File: config.mk
export PLATFORM = sky130hd
export DESIGN_NAME = tick_scheduler_with_command_line
export DESIGN_NICKNAME = d
export VERILOG_FILES = /design/src/design/tsc_pkg.sv /design/src/design/tick_scheduler_with_command_line.sv /design/src/design/tsc_time.sv /design/src/design/tsc_line.sv
export SDC_FILE = /design/constraint.sdc
export NUM_CORES = 1
export LEC_CHECK = 0
export CORE_ASPECT_RATIO = 0.5
export CORE_MARGIN = 2
export CORE_UTILIZATION = 45
export DETAILED_ROUTE_END_ITERATION = 16
export DONT_BUFFER_PORTS = 1
export PLACE_DENSITY = 0.64
export SLEW_MARGIN = 20
export SYNTH_ARGS = -nofsm -noshare
export SYNTH_HDL_FRONTEND = slang
export SYNTH_SLANG_ARGS = --single-unit
File: constraint.sdc
create_clock -name clk -period 6.8 [get_ports clk]
set_input_delay 0.34 -clock clk [delete_from_list [all_inputs] [get_ports clk]]
set_output_delay 0.34 -clock clk [all_outputs]
set_load 0.01 [all_outputs]
File: src/design/tsc_pkg.sv
// Shared types and constants for the tick scheduler with command line.
// Holds the beat structs of both channels and the control structs between modules.
// No dependencies.
package tsc_pkg;

	// Operation codes of the command channel
	localparam logic [1:0] OP_TICK    = 2'd0;
	localparam logic [1:0] OP_BYTE    = 2'd1;
	localparam logic [1:0] OP_SET_SEC = 2'd2;
	localparam logic [1:0] OP_SET_DAY = 2'd3;

	// Result kinds
	localparam logic KIND_TICK = 1'b0;
	localparam logic KIND_CHAR = 1'b1;

	// Register indexes on the configuration port
	localparam logic REG_ENABLE     = 1'b0;
	localparam logic REG_IDLE_LIMIT = 1'b1;

	// Register reset values
	localparam logic       ENABLE_RESET     = 1'b1;
	localparam logic [7:0] IDLE_LIMIT_RESET = 8'd180;

	// Time keeping constants
	localparam logic [16:0] DAY_SECONDS     = 17'd86400;
	localparam logic [16:0] LAST_SECOND     = 17'd86399;
	localparam logic [10:0] DAY_CYCLE       = 11'd1461;
	localparam logic [16:0] PERIOD_SECONDS  = 17'd450;
	localparam logic [8:0]  LAST_PHASE      = 9'd449;
	localparam logic [16:0] MEASURE_SECONDS = 17'd15;
	localparam logic [3:0]  LAST_MEASURE    = 4'd14;

	// Actuator start offsets within one period
	localparam logic [8:0] ACT0_OFFSET = 9'd0;
	localparam logic [8:0] ACT1_OFFSET = 9'd110;
	localparam logic [8:0] ACT2_OFFSET = 9'd220;
	localparam logic [8:0] ACT3_OFFSET = 9'd330;

	// Special bytes
	localparam logic [7:0] BYTE_BS      = 8'd8;
	localparam logic [7:0] BYTE_CR      = 8'd13;
	localparam logic [7:0] BYTE_PR_LOW  = 8'd32;
	localparam logic [7:0] BYTE_PR_HIGH = 8'd126;

	// Default line length
	localparam int LINE_CHARS_DEF = 16;

	typedef struct packed {
		logic [1:0]  op;
		logic [16:0] value;
	} cmd_t;

	typedef struct packed {
		logic        kind;
		logic [16:0] seconds;
		logic [10:0] day;
		logic        measure_now;
		logic        actuator_start;
		logic [1:0]  actuator_index;
		logic        serial_reset;
		logic [6:0]  line_char;
		logic        line_last;
	} res_t;

	// Top to time keeper
	typedef struct packed {
		logic        tick;
		logic        set_sec;
		logic        set_day;
		logic [16:0] value;
	} time_ctl_t;

	// Time keeper to top: values after a tick, and busy
	typedef struct packed {
		logic        busy;
		logic [16:0] sod;
		logic [10:0] day;
		logic [8:0]  phase;
		logic [3:0]  meas_phase;
	} time_sts_t;

	// Top to line buffer
	typedef struct packed {
		logic       byte_go;
		logic [7:0] byte_val;
		logic       clear;
		logic       chr_take;
	} line_ctl_t;

	// Line buffer to top
	typedef struct packed {
		logic       busy;
		logic       stored;
		logic       chr_valid;
		logic [6:0] chr;
		logic       last;
	} line_sts_t;

endpackage

File: src/design/tick_scheduler_with_command_line.sv
// Top level of the tick scheduler with command line: handshakes, registers,
// idle counter, schedule decode and the result register.
// Depends on tsc_pkg, tsc_time and tsc_line.
//
//  port group    dir  beat contents
//  cmd_*         in   op, value (tick, received byte, set seconds, set day)
//  res_*         out  tick report or one command line character
//  p* (APB)      cfg  enable_schedule at 0x0, idle_limit at 0x4
//
// A carriage return holds off commands while the line is read out: each
// character passes a memory read state, then a hold state that waits for
// the result side. A set of seconds holds off commands while the remainder
// unit reloads the schedule phases. Reset clears time, day, idle count and
// line length; stored characters are not cleared. A result waiting on
// res_ready holds off the next command.
module tick_scheduler_with_command_line #(
	parameter int LINE_CHARS = tsc_pkg::LINE_CHARS_DEF
) (
	input  logic           clk,
	input  logic           arst_n,
	input  logic           cmd_valid,
	output logic           cmd_ready,
	input  tsc_pkg::cmd_t  cmd,
	output logic           res_valid,
	input  logic           res_ready,
	output tsc_pkg::res_t  res,
	input  logic           psel,
	input  logic           penable,
	input  logic           pwrite,
	input  logic [2:0]     paddr,
	input  logic [31:0]    pwdata,
	output logic [31:0]    prdata,
	output logic           pready
);

	logic       en_q;
	logic [7:0] limit_q;
	logic [7:0] idle_q;
	logic       res_valid_q;
	tsc_pkg::res_t res_q;

	tsc_pkg::time_ctl_t t_ctl;
	tsc_pkg::time_sts_t t_sts;
	tsc_pkg::line_ctl_t l_ctl;
	tsc_pkg::line_sts_t l_sts;

	logic       cmd_fire;
	logic       tick_fire;
	logic       res_free;
	logic       chr_take;
	logic [7:0] idle_inc;
	logic       sreset_now;
	logic       meas;
	logic       act;
	logic [1:0] act_idx;

	// Current day from the next-tick view: undo a day step at midnight
	function automatic logic [10:0] u_day_now(input tsc_pkg::time_sts_t s);
		logic [10:0] d;
		begin
			d = s.day;
			if (s.sod == 17'd0) begin
				d = (s.day == 11'd1) ? tsc_pkg::DAY_CYCLE : s.day - 11'd1;
			end
			return d;
		end
	endfunction

	assign pready    = 1'b1;
	assign res_free  = !res_valid_q || res_ready;
	assign cmd_ready = !t_sts.busy && !l_sts.busy && res_free;
	assign cmd_fire  = cmd_valid && cmd_ready;
	assign tick_fire = cmd_fire && (cmd.op == tsc_pkg::OP_TICK);
	assign chr_take  = l_sts.chr_valid && res_free;
	assign res_valid = res_valid_q;
	assign res       = res_q;

	// Idle counter step and serial reset decision
	assign idle_inc   = (idle_q == 8'hFF) ? idle_q : idle_q + 8'd1;
	assign sreset_now = (idle_inc > limit_q);

	always_comb begin
		t_ctl.tick    = tick_fire;
		t_ctl.set_sec = cmd_fire && (cmd.op == tsc_pkg::OP_SET_SEC);
		t_ctl.set_day = cmd_fire && (cmd.op == tsc_pkg::OP_SET_DAY);
		t_ctl.value   = cmd.value;
		l_ctl.byte_go  = cmd_fire && (cmd.op == tsc_pkg::OP_BYTE);
		l_ctl.byte_val = cmd.value[7:0];
		l_ctl.clear    = tick_fire && sreset_now;
		l_ctl.chr_take = chr_take;
	end

	tsc_time u_time (
		.clk    (clk),
		.arst_n (arst_n),
		.ctl    (t_ctl),
		.sts    (t_sts)
	);

	tsc_line #(
		.LINE_CHARS (LINE_CHARS)
	) u_line (
		.clk    (clk),
		.arst_n (arst_n),
		.ctl    (l_ctl),
		.sts    (l_sts)
	);

	// Decode the schedule from the phases after the tick
	always_comb begin
		act     = 1'b0;
		act_idx = 2'd0;
		meas    = en_q && (t_sts.meas_phase == 4'd0);
		if (en_q) begin
			case (t_sts.phase)
				tsc_pkg::ACT0_OFFSET: begin
					act     = 1'b1;
					act_idx = 2'd0;
				end
				tsc_pkg::ACT1_OFFSET: begin
					act     = 1'b1;
					act_idx = 2'd1;
				end
				tsc_pkg::ACT2_OFFSET: begin
					act     = 1'b1;
					act_idx = 2'd2;
				end
				tsc_pkg::ACT3_OFFSET: begin
					act     = 1'b1;
					act_idx = 2'd3;
				end
				default: begin
					act     = 1'b0;
					act_idx = 2'd0;
				end
			endcase
		end
	end

	// Register read mux
	always_comb begin
		case (paddr[2])
			tsc_pkg::REG_ENABLE:     prdata = {31'd0, en_q};
			tsc_pkg::REG_IDLE_LIMIT: prdata = {24'd0, limit_q};
			default:                 prdata = 32'd0;
		endcase
	end

	// Configuration writes, idle counter and result valid
	always_ff @(posedge clk or negedge arst_n) begin
		if (!arst_n) begin
			en_q        <= tsc_pkg::ENABLE_RESET;
			limit_q     <= tsc_pkg::IDLE_LIMIT_RESET;
			idle_q      <= 8'd0;
			res_valid_q <= 1'b0;
		end else begin
			if (psel && penable && pwrite && pready) begin
				if (paddr[2] == tsc_pkg::REG_ENABLE) begin
					en_q <= pwdata[0];
				end else begin
					limit_q <= pwdata[7:0];
				end
			end
			if (tick_fire) begin
				idle_q <= sreset_now ? 8'd0 : idle_inc;
			end else if (l_sts.stored) begin
				idle_q <= 8'd0;
			end
			if (tick_fire || chr_take) begin
				res_valid_q <= 1'b1;
			end else if (res_ready) begin
				res_valid_q <= 1'b0;
			end
		end
	end

	// Load the result beat
	always_ff @(posedge clk) begin
		if (tick_fire) begin
			res_q.kind           <= tsc_pkg::KIND_TICK;
			res_q.seconds        <= t_sts.sod;
			res_q.day            <= t_sts.day;
			res_q.measure_now    <= meas;
			res_q.actuator_start <= act;
			res_q.actuator_index <= act_idx;
			res_q.serial_reset   <= sreset_now;
			res_q.line_char      <= 7'd0;
			res_q.line_last      <= 1'b0;
		end else if (chr_take) begin
			res_q.kind           <= tsc_pkg::KIND_CHAR;
			res_q.seconds        <= t_sts.sod - (t_sts.sod == 17'd0 ? 17'd0 : 17'd1)
				+ (t_sts.sod == 17'd0 ? tsc_pkg::LAST_SECOND : 17'd0);
			res_q.day            <= u_day_now(t_sts);
			res_q.measure_now    <= 1'b0;
			res_q.actuator_start <= 1'b0;
			res_q.actuator_index <= 2'd0;
			res_q.serial_reset   <= 1'b0;
			res_q.line_char      <= l_sts.chr;
			res_q.line_last      <= l_sts.last;
		end
	end

endmodule

File: src/design/tsc_time.sv
// Time keeper: second of day, day number and the two schedule phase counters.
// A set of seconds reloads the phases through a reciprocal-multiply remainder unit.
// Depends on tsc_pkg.
module tsc_time (
	input  logic                clk,
	input  logic                arst_n,
	input  tsc_pkg::time_ctl_t  ctl,
	output tsc_pkg::time_sts_t  sts
);

	localparam logic [1:0] T_IDLE = 2'd0;
	localparam logic [1:0] T_QUO  = 2'd1;
	localparam logic [1:0] T_REM  = 2'd2;

	// Reciprocals of 450 and 15, exact for any 17-bit second of day
	localparam logic [17:0] RECIP_450 = 18'd149131;
	localparam logic [17:0] RECIP_15  = 18'd139811;

	logic [1:0]  state_q;
	logic [16:0] red_q;
	logic [8:0]  quo450_q;
	logic [13:0] quo15_q;
	logic [16:0] sod_q;
	logic [10:0] day_q;
	logic [8:0]  ph_q;
	logic [3:0]  mph_q;

	logic [16:0] sod_n;
	logic [10:0] day_n;
	logic [8:0]  ph_n;
	logic [3:0]  mph_n;
	logic [34:0] prod450;
	logic [34:0] prod15;
	logic [16:0] rem450;
	logic [16:0] rem15;

	// Values after one tick
	always_comb begin
		sod_n = (sod_q == tsc_pkg::LAST_SECOND) ? 17'd0 : sod_q + 17'd1;
		day_n = day_q;
		if (sod_q == tsc_pkg::LAST_SECOND) begin
			day_n = (day_q == tsc_pkg::DAY_CYCLE) ? 11'd1 : day_q + 11'd1;
		end
		ph_n  = (ph_q == tsc_pkg::LAST_PHASE) ? 9'd0 : ph_q + 9'd1;
		mph_n = (mph_q == tsc_pkg::LAST_MEASURE) ? 4'd0 : mph_q + 4'd1;
	end

	// Quotients by reciprocal multiply, remainders by multiply-back and subtract
	always_comb begin
		prod450 = 35'(red_q) * 35'(RECIP_450);
		prod15  = 35'(red_q) * 35'(RECIP_15);
		rem450  = red_q - 17'(quo450_q) * tsc_pkg::PERIOD_SECONDS;
		rem15   = red_q - 17'(quo15_q) * tsc_pkg::MEASURE_SECONDS;
	end

	assign sts.busy       = (state_q != T_IDLE);
	assign sts.sod        = sod_n;
	assign sts.day        = day_n;
	assign sts.phase      = ph_n;
	assign sts.meas_phase = mph_n;

	// Advance time, take set requests, run the phase reload
	always_ff @(posedge clk or negedge arst_n) begin
		if (!arst_n) begin
			state_q <= T_IDLE;
			sod_q   <= 17'd0;
			day_q   <= 11'd1;
			ph_q    <= 9'd0;
			mph_q   <= 4'd0;
		end else begin
			case (state_q)
				T_IDLE: begin
					if (ctl.tick) begin
						sod_q <= sod_n;
						day_q <= day_n;
						ph_q  <= ph_n;
						mph_q <= mph_n;
					end else if (ctl.set_sec && ctl.value < tsc_pkg::DAY_SECONDS) begin
						sod_q   <= ctl.value;
						state_q <= T_QUO;
					end else if (ctl.set_day && ctl.value >= 17'd1
							&& ctl.value <= 17'(tsc_pkg::DAY_CYCLE)) begin
						day_q <= ctl.value[10:0];
					end
				end
				T_QUO: begin
					state_q <= T_REM;
				end
				T_REM: begin
					ph_q    <= rem450[8:0];
					mph_q   <= rem15[3:0];
					state_q <= T_IDLE;
				end
				default: begin
					state_q <= T_IDLE;
				end
			endcase
		end
	end

	// Remainder working registers: hold the value, register the quotients
	always_ff @(posedge clk) begin
		if (state_q == T_IDLE) begin
			red_q <= ctl.value;
		end
		quo450_q <= prod450[34:26];
		quo15_q  <= prod15[34:21];
	end

endmodule

File: src/design/tsc_line.sv
// Command line buffer: character memory, fill length and the readout sequencer.
// Readout reads one entry per character through the registered memory port.
// Depends on tsc_pkg.
module tsc_line #(
	parameter int LINE_CHARS = tsc_pkg::LINE_CHARS_DEF
) (
	input  logic                clk,
	input  logic                arst_n,
	input  tsc_pkg::line_ctl_t  ctl,
	output tsc_pkg::line_sts_t  sts
);

	localparam int AW = (LINE_CHARS > 1) ? $clog2(LINE_CHARS) : 1;
	localparam int LW = $clog2(LINE_CHARS + 1);
	localparam logic [LW-1:0] LEN_MAX = LW'(LINE_CHARS);

	localparam logic [1:0] L_IDLE = 2'd0;
	localparam logic [1:0] L_READ = 2'd1;
	localparam logic [1:0] L_HOLD = 2'd2;

	logic [6:0]    mem [LINE_CHARS];
	logic [6:0]    rd_data_q;
	logic [1:0]    state_q;
	logic [LW-1:0] len_q;
	logic [LW-1:0] idx_q;

	logic is_bs;
	logic is_cr;
	logic is_pr;
	logic store;
	logic last;

	// Decode the received byte
	always_comb begin
		is_bs = (ctl.byte_val == tsc_pkg::BYTE_BS);
		is_cr = (ctl.byte_val == tsc_pkg::BYTE_CR);
		is_pr = (ctl.byte_val >= tsc_pkg::BYTE_PR_LOW) && (ctl.byte_val <= tsc_pkg::BYTE_PR_HIGH);
		store = ctl.byte_go && is_pr && (len_q < LEN_MAX);
		last  = ((idx_q + LW'(1)) == len_q);
	end

	assign sts.busy      = (state_q != L_IDLE);
	assign sts.stored    = store;
	assign sts.chr_valid = (state_q == L_HOLD);
	assign sts.chr       = rd_data_q;
	assign sts.last      = last;

	// Character memory: one write port, one registered read port
	always_ff @(posedge clk) begin
		if (store) begin
			mem[len_q[AW-1:0]] <= ctl.byte_val[6:0];
		end
		rd_data_q <= mem[idx_q[AW-1:0]];
	end

	// Track length and walk the line on carriage return
	always_ff @(posedge clk or negedge arst_n) begin
		if (!arst_n) begin
			state_q <= L_IDLE;
			len_q   <= '0;
			idx_q   <= '0;
		end else begin
			case (state_q)
				L_IDLE: begin
					if (ctl.clear) begin
						len_q <= '0;
					end else if (ctl.byte_go) begin
						if (is_bs) begin
							if (len_q != '0) begin
								len_q <= len_q - LW'(1);
							end
						end else if (is_cr) begin
							if (len_q != '0) begin
								idx_q   <= '0;
								state_q <= L_READ;
							end
						end else if (store) begin
							len_q <= len_q + LW'(1);
						end
					end
				end
				L_READ: begin
					state_q <= L_HOLD;
				end
				L_HOLD: begin
					if (ctl.chr_take) begin
						if (last) begin
							len_q   <= '0;
							state_q <= L_IDLE;
						end else begin
							idx_q   <= idx_q + LW'(1);
							state_q <= L_READ;
						end
					end
				end
				default: begin
					state_q <= L_IDLE;
				end
			endcase
		end
	end

endmodule

======== After elaboration in Yosys (flattened, before gate mapping) ========
Memory sizes are Yosys's and may differ from the RTL's. A register that Yosys moved wholly into a read port is not among the register bits.
Index checks and enable logic that the tools add are counted.
word-level totals
  register bits ........................... 155
  logic and storage cells ................. 195
  output and inout bits ................... 77
  RAM bits ................................ 112
  input bits .............................. 61
  memories kept ........................... 1
memory list
  name        words  bits a word  rd ports  clocked after memory_dff  write ports  RTL line        source
  u_line.mem  16     7            1         1                         1            tsc_line.sv:21  logic [6:0] mem [LINE_CHARS];
operators by class
  eq/ne operators ......................... 35
  mux-type cells .......................... 61
  bitwise gates (word level) .............. 1
  magnitude comparators ................... 7
  multiply operators ...................... 4
  reduce and logical (&&, ||, !) cells .... 49
  add/subtract/negate cells ............... 13
operator list
  kind                      number
  $mux W41                  2
  $mux W11                  7
  $mux W5                   15
  $mul A17 B18 Y35 const B  2
  $mux W17                  4
  $pmux W32 S2              1
  $mux W8                   4
  $pmux W5 S2               2
  $eq A9 B9 Y1 const B      2
  $logic_and A1 B1 Y1       18
  $mux W2                   9
  $mux W9                   2
  $pmux W9 S2               1
  $reduce_bool A2 Y1        9
  $add A17 B1 Y17 const B   1
  $add A17 B17 Y17          1
  $eq A17 B17 Y1 const B    1
  $ge A17 B1 Y1 const B     1
  $le A17 B11 Y1 const B    1
  $logic_not A17 Y1         1
  $lt A17 B17 Y1 const B    1
  $sub A17 B1 Y17           1
  $eq A8 B4 Y1 const B      2
  $mul A14 B4 Y4 const B    1
  47 further kinds          81

======== Longest topological paths before layout ========
Gate-level depths: netlist (run 1).
  depth in word-level cells ............... 14
  gate-level depth with buffers ........... 25
  gate-level depth less buffers ........... 23

======== By module ========
From an unflattened synthesis (run 1), not the netlist that was laid out.
unflattened totals
  cells, all modules ...................... 2072
  area, all modules ....................... 21159.0 sq um
modules (own cells, without submodules)
  module                            area an instance (sq um)  seq. area each (sq um)  instances  cells each
  tsc_time                          11454.7                   1828.0                  1          1254
  tsc_line                          5475.3                    3803.6                  1          353
  tick_scheduler_with_command_line  4229.1                    1627.8                  1          465

======== Worst setup path before layout (run 1) ========
OpenSTA, ideal clock, no wires.
  path kind ............................... register -> register
  start point ............................. register u_time.red_q[6]
  end point ............................... register u_time.quo450_q[6]
  cell stages (with the launch flop) ...... 22
  period minus slack after synthesis ...... 5.724 ns
  setup time .............................. 0.127 ns
  path slack .............................. 1.076 ns
  buffers on the path ..................... 0
  data arrival time ....................... 5.597 ns
  data required time ...................... 6.673 ns
  cell sequence ........................... edfxtp_1 inv_1 ha_1 fa_1 inv_1 fa_1 fa_1 fa_1 inv_1 fa_1 inv_1 ha_1 a21oi_1 nor2_1 a211oi_1 o21ai_0 a31o_2 a31o_2 a41o_1 nor4_1 nor3_1 xor2_1
between the ends
  word-level cells in the longest chain between the ends .. 1
ends and longest elaborated chain
  item                    RTL line         source
  start, declared         tsc_time.sv:20   logic [16:0] red_q;
  start signal, assigned  tsc_time.sv:104  red_q <= ctl.value;
  $mul A17 B18 Y35        tsc_time.sv:50   prod450 = 35'(red_q) * 35'(RECIP_450);
  net u_time.prod450[32]  tsc_time.sv:32   logic [34:0] prod450;
  end signal, assigned    tsc_time.sv:106  quo450_q <= prod450[34:26];
  end, declared           tsc_time.sv:21   logic [8:0] quo450_q;
The timed path passes the listed nets, and every way through them passes these cells.
A chain may end at the register's enable or synchronous reset.

======== Final worst setup path (run 1) ========
  start point ............................. register u_time.red_q[15]
  end point ............................... register u_time.quo450_q[6]
The elaborated chain is that of the path after synthesis.

==> flow_metrics.tcl, run 1 <==
set metrics [dict create \
    netSwitchingFraction 0.434 \
    fp.dieH_um 154 \
    status "completed" \
    fin_setup_tns_ps 0 \
    yosysUniqueCellTypes 83 \
    finalSetupViolCount 0 \
    hold_slack_ps 22.5 \
    fp.coreArea_um2 44900 \
    gp_congestion 0.880 \
    cts_max_level 1 \
    fin_area_um2 22200 \
    yosys.area.top_type "edfxtp_1" \
    hold_path_class "in -> reg" \
    grt_pass1_wl_mm 76.6 \
    drive_above_1_share 0.0851 \
    multi_input_area_um2 11800 \
    synth_top_area_frac 0.239 \
    yosysSeqAreaShare 0.356 \
    rsz0062_at_grt "no" \
    num_io_pins 138 \
    synth-edff-count 162 \
    pwr-share-comb 0.587 \
    p_int_mw 5.36 \
    grt_max_degree 74 \
    area_delta_synth_final_pct 8.78 \
    rows 55 \
    drtIter0Drc 980 \
    layout_common_cells "ha_1 (282), inv_1 (278), edfxtp_1 (162)" \
    end_kind "flop" \
    num_vias 13800 \
    ir_worst_vdd_uv 226 \
    dr.pass1.iters 6 \
    die-area_um2 47100 \
    period_share 0.904 \
    syn_inst 1892 \
    synthTopCellsByArea "edfxtp_1 (24%), ha_1 (17%), fa_1 (10%)" \
    finalCriticalPeriod_ps 6150 \
    start_util 0.453 \
    synth_seq_cells 263 \
    cts.sinks 263 \
    holdPathEnd "u_time.sod_q[12]" \
    fin_nets 2367 \
    grt_pass1_vias 13700 \
    cts_tree "built" \
    fill_cells 4061 \
    cts_root_buf "clkbuf_16" \
    placed_cell_area_um2 21000 \
    syn_area_per_cell_um2 10.8 \
    drv_slew 0 \
    track_usage 0.206 \
    cts_resized 0 \
    cts_buffer_depth 3 \
    ys.flop_type "edfxtp_1" \
    dieWidth_um 305 \
    wl_per_cell_um 18.9 \
    post-route-util 0.493 \
    required_ps 7240 \
    p_seq_frac 0.255 \
    worstPathArrival_ps 6590 \
    clkPwrFrac 0.158 \
    routed_via_density 5.44 \
    hold_viol 0 \
    synth_area_um2 20400 \
    routed_wl_mm 48.0 \
    cts_buffers 27 \
    ant_nets 0 \
    switchingPower_mw 4.11 \
    clock_latency_ps 570 \
    worst-r2r-setup-slack_ps 650 \
    dp_hpwl_mm 35.0 \
    fmax_mhz 163 \
    cp_max_fo 9 \
    drc 0 \
    r2r_cells 21 \
    ff_latch_area_um2 7260 \
    tightest_slew_ps 982 \
    crit_path_start_kind "flop" \
    grt-ovfl-total 0 \
    synth_warnings 0 \
    relSlewSlack 0.340 \
    hold_path_depth 4 \
    min_from "cmd[12]" \
    async_flop_share 0.278 \
    critPathKind "reg -> reg" \
    power_density_nw_per_um2 428 \
    crit-reg2reg-launch "u_time.red_q[15]" \
    final_common_cell "ha_1" \
    grt_antenna_before_repair 3 \
    worstReg2RegEnd "u_time.quo450_q[6]" \
    finClkSkew_ps 19.0 \
    port_buffers 0 \
    maxCapViolations 0 \
    p_leak_nw 9.89 \
    path_clk_slew_ps 60 \
]
[state kept, by name, indices dropped and copies added, names as in the netlist]
name,count
u_time.sod_q,17
idle_q,8
u_line.mem,112
en_q,1
u_line.state_q,2
u_time.ph_q,9
u_time.red_q,17
u_line.idx_q,5
u_line.rd_data_q,7
res,42
u_line.len_q,5
u_time.state_q,2
limit_q,8
u_time.quo15_q,4
u_time.mph_q,4
u_time.day_q,11
u_time.quo450_q,8
res_valid,1
[cell usage after synthesis, types with 9 or more instances]
master	instances
o21ai_0	92
mux4_2	35
o22ai_1	11
mux2_2	20
clkbuf_1	28
mux2i_1	11
inv_1	278
a21oi_1	59
ha_1	282
fa_1	105
and3_1	10
xnor2_1	59
dfrtp_1	67
nand2b_1	13
a31oi_1	12
o21ai_1	20
nand3_1	52
nand2_1	134
nor3_1	32
nand4_1	22
buf_2	9
dfxtp_1	28
xor2_1	32
nor2_1	82
buf_1	9
or2_2	9
and2_1	14
nor2b_1	13
o21a_1	9
a21o_1	33
buf_4	27
edfxtp_1	162
[timing repair]
action | in CTS | in global routing
endpoints found under the hold margin | 228 | 0
buffers inserted | 0 | 0
hold buffers | 30 | 0
[metal layers]
| layer | GRT usage | up-vias | share of wire | routed length [um] |
|---|---|---|---|---|
| met4 | 0.0568 | 2 | 0.029 | 1380 |
| met2 | 0.343 | 340 | 0.47 | 22500 |
| met3 | 0.0208 | 86 | 0.046 | 2230 |
| li1 | - | 6607 | - | - |
| met1 | 0.288 | 6773 | 0.46 | 21900 |
| met5 | 0 | - | 0.00027 | 13 |
[how the worst max path moves through the flow]
| stage | endpoint | depth (start not counted) | from | slack [ps] |
|---|---|---|---|---|
| global placement | u_time.quo450_q[6] | 21 | u_time.red_q[15] | 720 |
| global route | u_time.quo450_q[6] | 21 | u_time.red_q[15] | 210 |
| floorplan | u_time.quo450_q[6] | 21 | u_time.red_q[6] | 1080 |
| detailed placement | u_time.quo450_q[6] | 21 | u_time.red_q[15] | 630 |
| CTS | u_time.quo450_q[6] | 21 | u_time.red_q[15] | 640 |
| finish | u_time.quo450_q[6] | 21 | u_time.red_q[15] | 650 |
[through the flow]
stage | setup slack, ps | total power [mW] | instances
floorplan | 1080 | 6.72 | 1915
global placement | 717 | 7.84 | 2458
detailed placement | 630 | 7.95 | 2458
CTS | 635 | 9.57 | 2538
global route | 207 | 10.5 | 2538
finish | 651 | 9.47 | 2539
[cells by family (layout without fill, tap and decap cells)]
family / after synthesis / in the layout / synth area share
buf+inv: 354 / 379 / 0.0711
mux: 66 / 66 / 0.0552
compound gates: 300 / 300 / 0.0942
flops: 263 / 263 / 0.356
simple gates: 429 / 429 / 0.107
fa+ha+maj: 387 / 387 / 0.276
xor+xnor: 91 / 91 / 0.0391
other cells: 2 / 26 / 0.000369
[final cells by class]
class / instances / area share
multi-input combinational: 1298 / 0.530
sequential: 263 / 0.328
inverter: 280 / 0.0474
tap: 598 / 0.0338
clock buffer: 32 / 0.0313
timing repair buffer: 49 / 0.0208
clock inverter: 18 / 0.00836
antenna: 1 / 0.000113
[worst max-delay path: stages (launching register included)]
cell      delay [ps]
edfxtp_1         570
inv_1             80
ha_1             340
fa_1             520
inv_1             60
fa_1             490
fa_1             530
fa_1             550
inv_1             50
fa_1             530
inv_1             40
ha_1             290
a21oi_1          140
nor2_1            60
a211oi_1         190
o21ai_0          180
a31o_2           280
a31o_2           270
a41o_1           290
nor4_1           280
nor3_1           120
xor2_1           150
[power groups by stage]
stage	sequential, mW	combinational, mW	clock, mW
6_report	2.42	5.56	1.49
5_1_grt	2.47	6.45	1.58
4_1_cts	2.41	5.63	1.52
3_5_place_dp	2.44	5.51	0
3_3_place_gp	2.43	5.41	0
2_1_floorplan	2.23	4.49	0
(Power assumes the default switching activity.)
==> inputs of run 2 (changes only) <==
--- a/config.mk
+++ b/config.mk
@@ -10,7 +10,7 @@
 export CORE_UTILIZATION = 45
 export DETAILED_ROUTE_END_ITERATION = 16
 export DONT_BUFFER_PORTS = 1
-export PLACE_DENSITY = 0.64
+export PLACE_DENSITY_LB_ADDON = 0.08
 export SLEW_MARGIN = 20
 export SYNTH_ARGS = -nofsm -noshare
 export SYNTH_HDL_FRONTEND = slang
==> flow_metrics.tcl, run 2 (same netlist as run 1, synthesis figures left out) <==
set metrics [dict create \
    grt_antenna_before_repair 2 \
    drc 0 \
    drtIter0Drc 767 \
    fin_nets 2370 \
    dr_wl_met2_mm 23.1 \
    crit_path_start_kind "flop" \
    dp_hpwl_mm 35.9 \
    start_util 0.453 \
    relSlewSlack 0.314 \
    ir_worst_vdd_uv 227 \
    layout_common_cells "ha_1 (282), inv_1 (278), edfxtp_1 (162)" \
    p_seq_frac 0.246 \
    final_common_cell "ha_1" \
    cts_tree "built" \
    rsz0062_at_grt "no" \
    maxCapViolations 0 \
    drive_above_1_share 0.0890 \
    end_kind "flop" \
    min_from "cmd[5]" \
    wl_met1_mm 23.7 \
    status "completed" \
    num_io_pins 138 \
    grt_pass1_vias 13600 \
    finalSetupViolCount 0 \
    clkPwrFrac 0.165 \
    largest_reg_flops 112 \
    hold_path_class "in -> reg" \
    cts_max_level 1 \
    ant_nets 0 \
    cts_buffers 27 \
    gp_congestion 0.874 \
    grt-ovfl-total 0 \
    finalCriticalPeriod_ps 6100 \
    switchingPower_mw 4.15 \
    routed_wl_mm 49.0 \
    netSwitchingFraction 0.434 \
    tightest_slew_ps 1030 \
    fin_area_um2 22200 \
    p_int_mw 5.42 \
    port_buffers 0 \
    cp_max_fo 9 \
    rows 55 \
    worstPathArrival_ps 6550 \
    num_vias 13500 \
    cts_buffer_depth 3 \
    die-area_um2 47100 \
    placed_cell_area_um2 21000 \
    highest_layer "met4" \
    grt_pass1_wl_mm 77.7 \
    finClkSkew_ps 21.1 \
    clock_latency_ps 570 \
    wl_met3_mm 1.68 \
    p_leak_nw 9.95 \
    pwr-share-comb 0.588 \
    fill_cells 4101 \
    track_usage 0.212 \
    routed_via_density 5.31 \
    cts_root_buf "clkbuf_16" \
    crit-reg2reg-launch "u_time.red_q[15]" \
    fmax_mhz 164 \
    critPathLaunch "u_time.red_q[15]" \
    period_share 0.897 \
    critPathKind "reg -> reg" \
    fin_setup_tns_ps 0 \
    grt_max_degree 74 \
    hold_viol 0 \
    drv_slew 0 \
    dieWidth_um 305 \
    area_delta_synth_final_pct 9.17 \
    wl_per_cell_um 19.3 \
    fp.dieH_um 154 \
    path_clk_slew_ps 70 \
    cts_setup_buffers 0 \
    required_ps 7250 \
    dr.pass1.iters 5 \
    power_density_nw_per_um2 431 \
    fp.coreArea_um2 44900 \
    cts.sinks 263 \
]
run 2: cell types whose count changed in the layout (fill, tap and decap cells not counted), moves of 2 or more:
cell        delta
clkinv_2       -2
buf_4          +4
inv_6          +2
clkinvlp_4     -3
clkinv_4       +3
clkinv_1       -2
run 2: final cells by class:
cell class | count | area [um^2] | area share
clock inverters | 18 | 230 | 0.0104
diodes | 2 | 5.00 | 0.000225
flip-flops and latches | 263 | 7260 | 0.327
repair buffers | 52 | 480 | 0.0216
inverters | 280 | 1050 | 0.0473
multi-input cells | 1298 | 11800 | 0.529
well taps | 598 | 748 | 0.0337
clock buffers | 32 | 704 | 0.0317
run 2: final timing paths:
| kind | end | slack [ps] | cells past startpoint |
|---|---|---|---|
| max | u_time.quo450_q[6] | 700 | 21 |
| min | u_time.day_q[5] | 10 | 3 |
| max reg2reg | u_time.quo450_q[6] | 700 | 21 |
| min reg2reg | res[1] | 440 | 2 |
| max in group asynchronous | u_time.day_q[0] | 6130 | 2 |
| min in group asynchronous | limit_q[0] | 300 | 2 |
run 2: power by group through the flow:
stage,clock (mW),combinational (mW),sequential [mW]
final,1.58,5.63,2.36
after global routing,1.68,6.53,2.40
after CTS,1.62,5.72,2.35
after global placement,0,5.60,2.38
after detailed placement,0,5.61,2.38
after floorplan,0,4.49,2.23
run 2: layer usage:
metal	up-vias	track usage
li1	6643	-
met4	0	0.0278
met5	-	0
met3	34	0.0196
met1	6653	0.305
met2	186	0.358
run 2: repair_timing:
| action | CTS | global route |
|---|---|---|
| hold buffers | 29 | 0 |
| endpoints found under the hold margin | 231 | 0 |
| gates resized for setup | 0 | 0 |
run 2: critical path: stages, from the launching register on:
cell and delay, ps:
edfxtp_1 610, inv_1 90, ha_1 340, fa_1 530, inv_1 60, fa_1 490
fa_1 530, fa_1 540, inv_1 50, fa_1 530, inv_1 40, ha_1 300
a21oi_1 130, nor2_1 50, a211oi_1 200, o21ai_0 110, a31o_2 270, a31o_2 280
a41o_1 300, nor4_1 270, nor3_1 120, xor2_1 160
run 2: per-stage QoR:
stage,power [mW],utilization,setup WS [ps],hold WS [ps],std cells
6_report,9.57,0.495,699,12.0,2543
3_3_place_gp,7.98,0.467,782,45.9,2462
2_1_floorplan,6.72,-,1080,44.4,1915
5_1_grt,10.6,0.495,442,15.3,2541
4_1_cts,9.69,0.495,698,2.65,2541
3_5_place_dp,7.99,0.467,728,46.2,2462
